**config.mk**
```make
export PLATFORM = sky130hd
export DESIGN_NAME = chord_keyboard_decoder_unit
export DESIGN_NICKNAME = d
export VERILOG_FILES = /design/src/ckd_pkg.sv /design/src/chord_keyboard_decoder_unit.sv
export SDC_FILE = /design/constraint.sdc
export NUM_CORES = 1
export LEC_CHECK = 0
export BUFFER_PORTS_ARGS = -buffer_cell sky130_fd_sc_hd__clkbuf_2
export CAP_MARGIN = 15
export CORE_UTILIZATION = 40
export DETAILED_ROUTE_END_ITERATION = 7
export GPL_TIMING_DRIVEN = 0
export MAX_ROUTING_LAYER = met4
export PLACE_DENSITY = 0.56
export SYNTH_ARGS = -nofsm -noshare
export SYNTH_HDL_FRONTEND = slang
export SYNTH_SLANG_ARGS = --single-unit
```
**constraint.sdc**
```tcl
create_clock -name clock -period 5.4 [get_ports clock]
set_input_delay 0.81 -clock clock [delete_from_list [all_inputs] [get_ports clock]]
set_output_delay 0.81 -clock clock [all_outputs]
set_load 0.01 [all_outputs]
```
**src/ckd_pkg.sv**
```systemverilog
// Shared types, key codes and chord lookup tables of the chord keyboard decoder.
`timescale 1ns / 1ps

package ckd_pkg;

   localparam int unsigned NumButtons = 7;
   localparam int unsigned MaxEvents  = 6;
   localparam int unsigned CountBits  = 3;

   // Chords with a special meaning
   localparam logic [NumButtons-1:0] ChordFar     = 7'h40;
   localparam logic [NumButtons-1:0] ChordNear    = 7'h10;
   localparam logic [NumButtons-1:0] ChordNumLock = 7'h1F;

   // Key codes
   localparam logic [7:0] CodeShift   = 8'h81;
   localparam logic [7:0] CodeLeft    = 8'hD8;
   localparam logic [7:0] CodeSpace   = 8'h20;
   localparam logic [7:0] CodeZero    = 8'h30;
   localparam logic [7:0] CodeLParen  = 8'h28;
   localparam logic [7:0] CodeRParen  = 8'h29;
   localparam logic [7:0] CodeDQuote  = 8'h22;
   localparam logic [7:0] CodeNone    = 8'h00;

   // Macro codes
   localparam logic [7:0] MacroZeros3 = 8'hE0;
   localparam logic [7:0] MacroZeros2 = 8'hE1;
   localparam logic [7:0] MacroParens = 8'hE2;
   localparam logic [7:0] MacroQuotes = 8'hE3;
   localparam logic [7:0] MacroBase   = 8'hE0;

   typedef struct packed {
      logic [7:0] key_code;
      logic       is_press;
   } event_type;

   function automatic logic [7:0] alpha_code(input logic [NumButtons-1:0] chord);
      logic [7:0] code;
      case (chord)
         7'd1:    code = 8'h77; // w
         7'd2:    code = 8'h79; // y
         7'd3:    code = 8'h75; // u
         7'd4:    code = 8'h72; // r
         7'd6:    code = 8'h68; // h
         7'd7:    code = 8'h73; // s
         7'd8:    code = 8'h69; // i
         7'd9:    code = 8'h62; // b
         7'd10:   code = 8'h6B; // k
         7'd11:   code = 8'h7A; // z
         7'd12:   code = 8'h64; // d
         7'd14:   code = 8'h65; // e
         7'd15:   code = 8'h74; // t
         7'd32:   code = 8'h20; // space
         7'd33:   code = 8'h66; // f
         7'd34:   code = 8'h67; // g
         7'd35:   code = 8'h76; // v
         7'd36:   code = 8'h63; // c
         7'd37:   code = 8'h5D; // ]
         7'd38:   code = 8'h70; // p
         7'd39:   code = 8'h6E; // n
         7'd40:   code = 8'h6C; // l
         7'd42:   code = 8'h6A; // j
         7'd43:   code = 8'h71; // q
         7'd44:   code = 8'h6D; // m
         7'd45:   code = 8'h5B; // [
         7'd46:   code = 8'h61; // a
         7'd47:   code = 8'h6F; // o
         7'd65:   code = 8'hB0; // return
         7'd66:   code = 8'hD7; // right
         7'd67:   code = 8'hD9; // down
         7'd68:   code = 8'hB2; // backspace
         7'd70:   code = 8'hD4; // delete
         7'd71:   code = 8'hD6; // page down
         7'd72:   code = 8'hD8; // left
         7'd73:   code = 8'hD5; // end
         7'd74:   code = 8'hB3; // tab
         7'd75:   code = 8'hD2; // home
         7'd76:   code = 8'hDA; // up
         7'd78:   code = 8'hD3; // page up
         7'd79:   code = 8'hC1; // caps lock
         default: code = CodeNone;
      endcase
      return code;
   endfunction

   function automatic logic [7:0] number_code(input logic [NumButtons-1:0] chord);
      logic [7:0] code;
      case (chord)
         7'd1:    code = 8'h35; // 5
         7'd2:    code = 8'h34; // 4
         7'd3:    code = MacroQuotes;
         7'd4:    code = 8'h33; // 3
         7'd6:    code = MacroZeros2;
         7'd7:    code = 8'h2D; // -
         7'd8:    code = 8'h32; // 2
         7'd9:    code = 8'h5C; // backslash
         7'd10:   code = 8'h24; // $
         7'd11:   code = 8'h60; // backtick
         7'd12:   code = 8'h2F; // /
         7'd14:   code = 8'h3D; // =
         7'd15:   code = MacroZeros3;
         7'd32:   code = 8'h31; // 1
         7'd33:   code = 8'h39; // 9
         7'd34:   code = 8'h38; // 8
         7'd35:   code = 8'h5D; // ]
         7'd36:   code = 8'h37; // 7
         7'd37:   code = 8'h5D; // ]
         7'd38:   code = 8'h25; // %
         7'd39:   code = 8'h5B; // [
         7'd40:   code = 8'h36; // 6
         7'd42:   code = MacroParens;
         7'd43:   code = 8'h3F; // ?
         7'd44:   code = 8'h2A; // *
         7'd45:   code = 8'h5B; // [
         7'd46:   code = 8'h2B; // +
         7'd47:   code = 8'h30; // 0
         default: code = CodeNone;
      endcase
      return code;
   endfunction

endpackage

```
**src/chord_keyboard_decoder_unit.sv**
```systemverilog
// Top level of the chord keyboard decoder: edge detection, chord decode and event queue.
`timescale 1ns / 1ps

// Each accepted item is one tick of seven active-low button levels. The tick
// is decoded in the cycle it is accepted: press edges build the chord, a
// release edge closes it, and the chord either toggles a mode (shift once,
// number once, number lock; turning number once off also sends a space) or
// becomes a list of zero to six key events that is loaded into an event
// queue. The queue head drives the rsp_ ports directly, one event per cycle
// while rsp_stall is low, and rsp_last_event marks the final event of a tick.
// A new tick is accepted only while the queue is empty or in the same cycle
// the last queued event leaves, so a tick is never taken before the events
// of the one before it have drained.
// A tick with no events leaves no result at all.
module chord_keyboard_decoder_unit (
   input  logic       clock,
   input  logic       reset,
   input  logic       req_valid,
   output logic       req_stall,
   input  logic       req_far_level,
   input  logic       req_center_level,
   input  logic       req_near_level,
   input  logic       req_index_level,
   input  logic       req_middle_level,
   input  logic       req_ring_level,
   input  logic       req_pinky_level,
   output logic       rsp_valid,
   input  logic       rsp_stall,
   output logic [7:0] rsp_key_code,
   output logic       rsp_is_press,
   output logic       rsp_last_event
);

   localparam int unsigned NB = ckd_pkg::NumButtons;
   localparam int unsigned NE = ckd_pkg::MaxEvents;
   localparam int unsigned CB = ckd_pkg::CountBits;

   // Decoder state
   logic [NB-1:0] prev_levels_ff, prev_levels_in;
   logic [NB-1:0] chord_ff, chord_in;
   logic          shift_once_ff, shift_once_in;
   logic          number_once_ff, number_once_in;
   logic          number_lock_ff, number_lock_in;

   // Event queue, head at entry 0
   ckd_pkg::event_type queue_ff [NE];
   ckd_pkg::event_type queue_in [NE];
   logic [CB-1:0]      count_ff, count_in;

   logic req_take, rsp_take;

   // Decode signals
   logic [NB-1:0]      levels, pressed, released, chord_now;
   logic [7:0]         lookup;
   logic               send_key, send_macro, shift_wrap;
   logic [7:0]         key;
   logic [1:0]         taps;
   logic [7:0]         tap_code [3];
   ckd_pkg::event_type ev_list [NE];
   logic [CB-1:0]      ev_count;

   assign rsp_take  = rsp_valid && !rsp_stall;
   // Accept when the queue will be empty at this edge
   assign req_stall = (count_ff > CB'(1)) || ((count_ff == CB'(1)) && rsp_stall);
   assign req_take  = req_valid && !req_stall;

   assign rsp_valid      = (count_ff != '0);
   assign rsp_key_code   = queue_ff[0].key_code;
   assign rsp_is_press   = queue_ff[0].is_press;
   assign rsp_last_event = (count_ff == CB'(1));

   assign levels = {req_far_level, req_center_level, req_near_level, req_index_level,
                    req_middle_level, req_ring_level, req_pinky_level};
   assign pressed   = prev_levels_ff & ~levels;
   assign released  = levels & ~prev_levels_ff;
   assign chord_now = chord_ff | pressed;

   // Number table when either number mode is active, alpha table otherwise
   assign lookup = (number_once_ff || number_lock_ff) ? ckd_pkg::number_code(chord_now)
                                                      : ckd_pkg::alpha_code(chord_now);

   // Decide mode changes and what to send for this tick
   always_comb begin
      prev_levels_in = levels;
      chord_in       = chord_now;
      shift_once_in  = shift_once_ff;
      number_once_in = number_once_ff;
      number_lock_in = number_lock_ff;
      send_key       = 1'b0;
      send_macro     = 1'b0;
      key            = lookup;
      if (released != '0) begin
         chord_in = '0;
         if (chord_now == ckd_pkg::ChordFar) begin
            shift_once_in = ~shift_once_ff;
         end else if (chord_now == ckd_pkg::ChordNear) begin
            number_once_in = ~number_once_ff;
            if (number_once_ff) begin
               send_key = 1'b1;
               key      = ckd_pkg::CodeSpace;
            end
         end else if (chord_now == ckd_pkg::ChordNumLock) begin
            number_lock_in = ~number_lock_ff;
         end else if (lookup >= ckd_pkg::MacroBase) begin
            send_macro = 1'b1;
         end else begin
            send_key = 1'b1;
         end
         // An ordinary key consumes both one-shot modes
         if (send_key) begin
            number_once_in = 1'b0;
            shift_once_in  = 1'b0;
         end
      end
   end

   assign shift_wrap = send_key && shift_once_ff;

   // Expand into up to three taps
   always_comb begin
      taps        = 2'd0;
      tap_code[0] = key;
      tap_code[1] = key;
      tap_code[2] = ckd_pkg::CodeLeft;
      if (send_key) begin
         taps = 2'd1;
      end else if (send_macro) begin
         case (lookup)
            ckd_pkg::MacroZeros3: begin
               taps        = 2'd3;
               tap_code[0] = ckd_pkg::CodeZero;
               tap_code[1] = ckd_pkg::CodeZero;
               tap_code[2] = ckd_pkg::CodeZero;
            end
            ckd_pkg::MacroZeros2: begin
               taps        = 2'd2;
               tap_code[0] = ckd_pkg::CodeZero;
               tap_code[1] = ckd_pkg::CodeZero;
            end
            ckd_pkg::MacroParens: begin
               taps        = 2'd3;
               tap_code[0] = ckd_pkg::CodeLParen;
               tap_code[1] = ckd_pkg::CodeRParen;
            end
            ckd_pkg::MacroQuotes: begin
               taps        = 2'd3;
               tap_code[0] = ckd_pkg::CodeDQuote;
               tap_code[1] = ckd_pkg::CodeDQuote;
            end
            default: begin
               taps = 2'd0;
            end
         endcase
      end
   end

   // Lay the taps out as press/release pairs, shift-wrapped when needed
   always_comb begin
      for (int k = 0; k < 3; k++) begin
         ev_list[2*k]   = '{key_code: tap_code[k], is_press: 1'b1};
         ev_list[2*k+1] = '{key_code: tap_code[k], is_press: 1'b0};
      end
      ev_count = {taps, 1'b0};
      if (shift_wrap) begin
         ev_list[0] = '{key_code: ckd_pkg::CodeShift, is_press: 1'b1};
         ev_list[1] = '{key_code: key, is_press: 1'b1};
         ev_list[2] = '{key_code: key, is_press: 1'b0};
         ev_list[3] = '{key_code: ckd_pkg::CodeShift, is_press: 1'b0};
         ev_count   = CB'(4);
      end
   end

   // Queue: load on accept, else advance on each event taken
   always_comb begin
      queue_in = queue_ff;
      count_in = count_ff;
      if (req_take) begin
         queue_in = ev_list;
         count_in = ev_count;
      end else if (rsp_take) begin
         for (int k = 0; k < NE - 1; k++) begin
            queue_in[k] = queue_ff[k+1];
         end
         count_in = count_ff - CB'(1);
      end
   end

   always_ff @(posedge clock) begin
      queue_ff <= queue_in;
   end

   always_ff @(posedge clock) begin
      if (reset) begin
         prev_levels_ff <= '1;
         chord_ff       <= '0;
         shift_once_ff  <= 1'b0;
         number_once_ff <= 1'b0;
         number_lock_ff <= 1'b0;
         count_ff       <= '0;
      end else begin
         count_ff <= count_in;
         if (req_take) begin
            prev_levels_ff <= prev_levels_in;
            chord_ff       <= chord_in;
            shift_once_ff  <= shift_once_in;
            number_once_ff <= number_once_in;
            number_lock_ff <= number_lock_in;
         end
      end
   end

endmodule

```
==> results_dict.tcl <==
set metrics [dict create \
    outcome "complete, no violations" \
    synth.distinct_cells 71 \
    timing_max_transition_violations_final 0 \
    synthFlopType "edfxtp_1" \
    total_number_of_placement_rows 36 \
    setup_repair_after_global_routing_missed_its_margin "false" \
    antenna_cells_inserted 0 \
    kind_of_capture_point_of_the_worst_setup_path "flop" \
    ctsResizeCount 0 \
    syn-instance-count 483 \
    data_arrival_time_of_the_critical_path_ns 5.14 \
    finalWirelength_um 12000 \
    synth.most_common_cell "nand2_1" \
    layout_min_cycle_time_ns 5.08 \
    die_w_um 104 \
    cts_setup_buffers 0 \
    postSynthRegisterBits 62 \
    leakagePower_nw 1.78 \
    synth_area_per_cell_um2 8.65 \
    cts_root_buf "clkbuf_8" \
    synth-edff-count 41 \
    track_usage_pct 23.9 \
    synth.top_cells.by_area "edfxtp_1, dfxtp_1, nand2_1, ha_1, a21oi_1" \
    drt_drc_violations_left 0 \
    syn-cell-area_um2 4180 \
    numPortBuffers 22 \
    timing.fmax_ghz 0.197 \
    wl_per_cell_um 18.3 \
    crit_type "in -> reg" \
    synth_commonest_cells "nand2_1, edfxtp_1, nor2_1" \
    ctsHtreeMaxLevel 3 \
    finalHoldViolations 0 \
    synth_area_leader_cell "edfxtp_1" \
    syn_nets 505 \
    grt_first_pass_wirelength_um 19600 \
    final_util_pct 46.6 \
    critPathBufInv 4 \
    tritoncts "yes" \
    synth.top_cell.area_share_pct 29.5 \
    nNetsFinal 539 \
    grt_start_max_net_pins 40 \
    yosys_warning_count 0 \
    die_y_um 104 \
    pd_cells_nw_per_um2 579 \
    clkLatencyLatePin_ns 0.34 \
    cts-hold-fix-buffers 0 \
    worst_hold_path_type "reg -> reg" \
    initial_core_util_pct 42.0 \
    cts-root-to-sink-buffers 2 \
    globalplace.congestion 0.936 \
    slew_headroom_pct 16.9 \
    totalNegativeSetupSlack_ns 0 \
    setup_slack_ns 0.317 \
    crit_slowest_cell "clkbuf_1" \
    number_of_global_route_vias_before_repair 3682 \
    io_pins 23 \
    via_per_inst 5.83 \
    tritoncts.num_buffers 9 \
    finalCritPeriodShare_pct 94.1 \
    die_area_um2 10900 \
    drv.max_cap_violation_count 0 \
    maximum_net_fanout_on_the_critical_path 11 \
    critPathMaxStageDelay_ns 0.42 \
    worst_clock_skew_ns 0.0147 \
    crit_path_cell_trace "clkbuf_2 > nand2b_1 > nand2_1 > inv_1 > ha_1 > clkbuf_1 > nor2_1 > a21boi_0 > a211oi_1 > o311a_1 > o32ai_1 > o21ba_2 > nor3_4 > clkbuf_1 > o21ai_0" \
    drt.antenna.violating_nets 0 \
    fp.coreArea_um2 9950 \
    antenna_found_initial 0 \
    share_of_post_route_cells_with_drive_strength_above_1_pct 15.3 \
    dp_worst_setup_slack_ns -0.235 \
    setup_viol 0 \
    path_clk_slew_ns 0.07 \
    cts.sink_count 62 \
    setup.worst_path.start_class "primary input" \
    ys_seq_area_share_pct 39.5 \
    vias 3819 \
    crit_required_ns 5.46 \
    areaGrowthSynthToFinish_pct 11.1 \
    drt_pre_antenna_iters 5 \
    vdd.ir_drop.worst_uv 197 \
    place.detailed.hpwl_um 9050 \
    max_slew.worst_pin.slew_ns 1.24 \
    grt_overflow 0 \
    worst_path_most_repeated_cell "clkbuf_1" \
    worst_path_dominant_cell_family "compound AO/OA/AOI/OAI gates" \
    synthArstFlopShare_pct 0 \
    first_iter_violations 196 \
]
worst paths after layout:
check	start	endpoint	cells after the start	slack [ns]
worst max register to register	prev_levels_ff[0]	queue_ff[24]	14	0.60
worst min register to register	queue_ff[9]	queue_ff[9]	2	0.45
worst max-delay path	req_pinky_level	queue_ff[24]	15	0.32
worst min-delay path	queue_ff[9]	queue_ff[9]	2	0.45
cell usage in the layout, fill, tap and decap left out, types with 15 or more instances in the layout:
| cell type | Yosys | routed |
|---|---|---|
| a21oi_1 | 24 | 24 |
| nor2_1 | 27 | 26 |
| clkbuf_2 | 0 | 22 |
| edfxtp_1 | 41 | 41 |
| nand2_1 | 88 | 87 |
| dfxtp_1 | 21 | 21 |
| o21ai_0 | 22 | 22 |
| inv_1 | 15 | 15 |
| nand3_1 | 21 | 21 |
| nor3_1 | 16 | 16 |
| clkbuf_1 | 20 | 24 |
final cells by class:
cell class / instances / area (µm²)
fillers: 1006 / 5310
multi-input cells: 368 / 2290
flip-flops and latches: 62 / 1650
plain buffers: 35 / 174
clock buffers: 15 / 166
well taps: 133 / 166
repair buffers: 23 / 115
inverters: 18 / 67.6
clock inverters: 1 / 6.26
flip-flops by register name, summed over array words and instances (netlist names):
name	count
prev_levels_ff	7
rsp_is_press	1
number_lock_ff	1
count_ff	3
number_once_ff	1
chord_ff	7
queue_ff	33
rsp_key_code	8
shift_once_ff	1
kinds of logic (layout without fill, tap and decap cells):
logic type / after synthesis / after routing / share of synthesized area, %
fa+ha+maj: 11 / 11 / 3.30
simple gates: 221 / 221 / 27.2
buf+inv: 53 / 92 / 5.78
compound gates: 128 / 128 / 22.1
xor+xnor: 5 / 5 / 1.05
flops: 62 / 62 / 39.5
mux: 3 / 3 / 1.02
report_power, final:
part           switching [mW]  internal, mW
clock                   0.175         0.193
sequential             0.0854         0.795
combinational           0.948         0.490
worst min-delay path, cell delays in order (launching register included):
cell and delay (ns):
dfxtp_1 0.31, nand2_1 0.05, nand2_1 0.04
routing by layer:
metal	up-vias	part of all wire (%)	track usage, %
met5	-	0	-
met4	0	3.3	11.3
met3	34	5.5	4.70
met2	142	48	38.6
met1	1795	43	28.7
li1	1848	-	-
metrics by stage:
| stage | std cells | power, mW | area [µm²] | hold slack (ns) |
|---|---|---|---|---|
| floorplan | 483 | 1.90 | 4180 | 0.415 |
| CTS | 655 | 2.69 | 4630 | 0.453 |
| global placement | 638 | 2.33 | 4450 | 0.430 |
| detailed placement | 639 | 2.31 | 4460 | 0.441 |
| finish | 655 | 2.69 | 4640 | 0.447 |
| global route | 655 | 2.89 | 4640 | 0.470 |
Power figures use the tool's default switching activity.
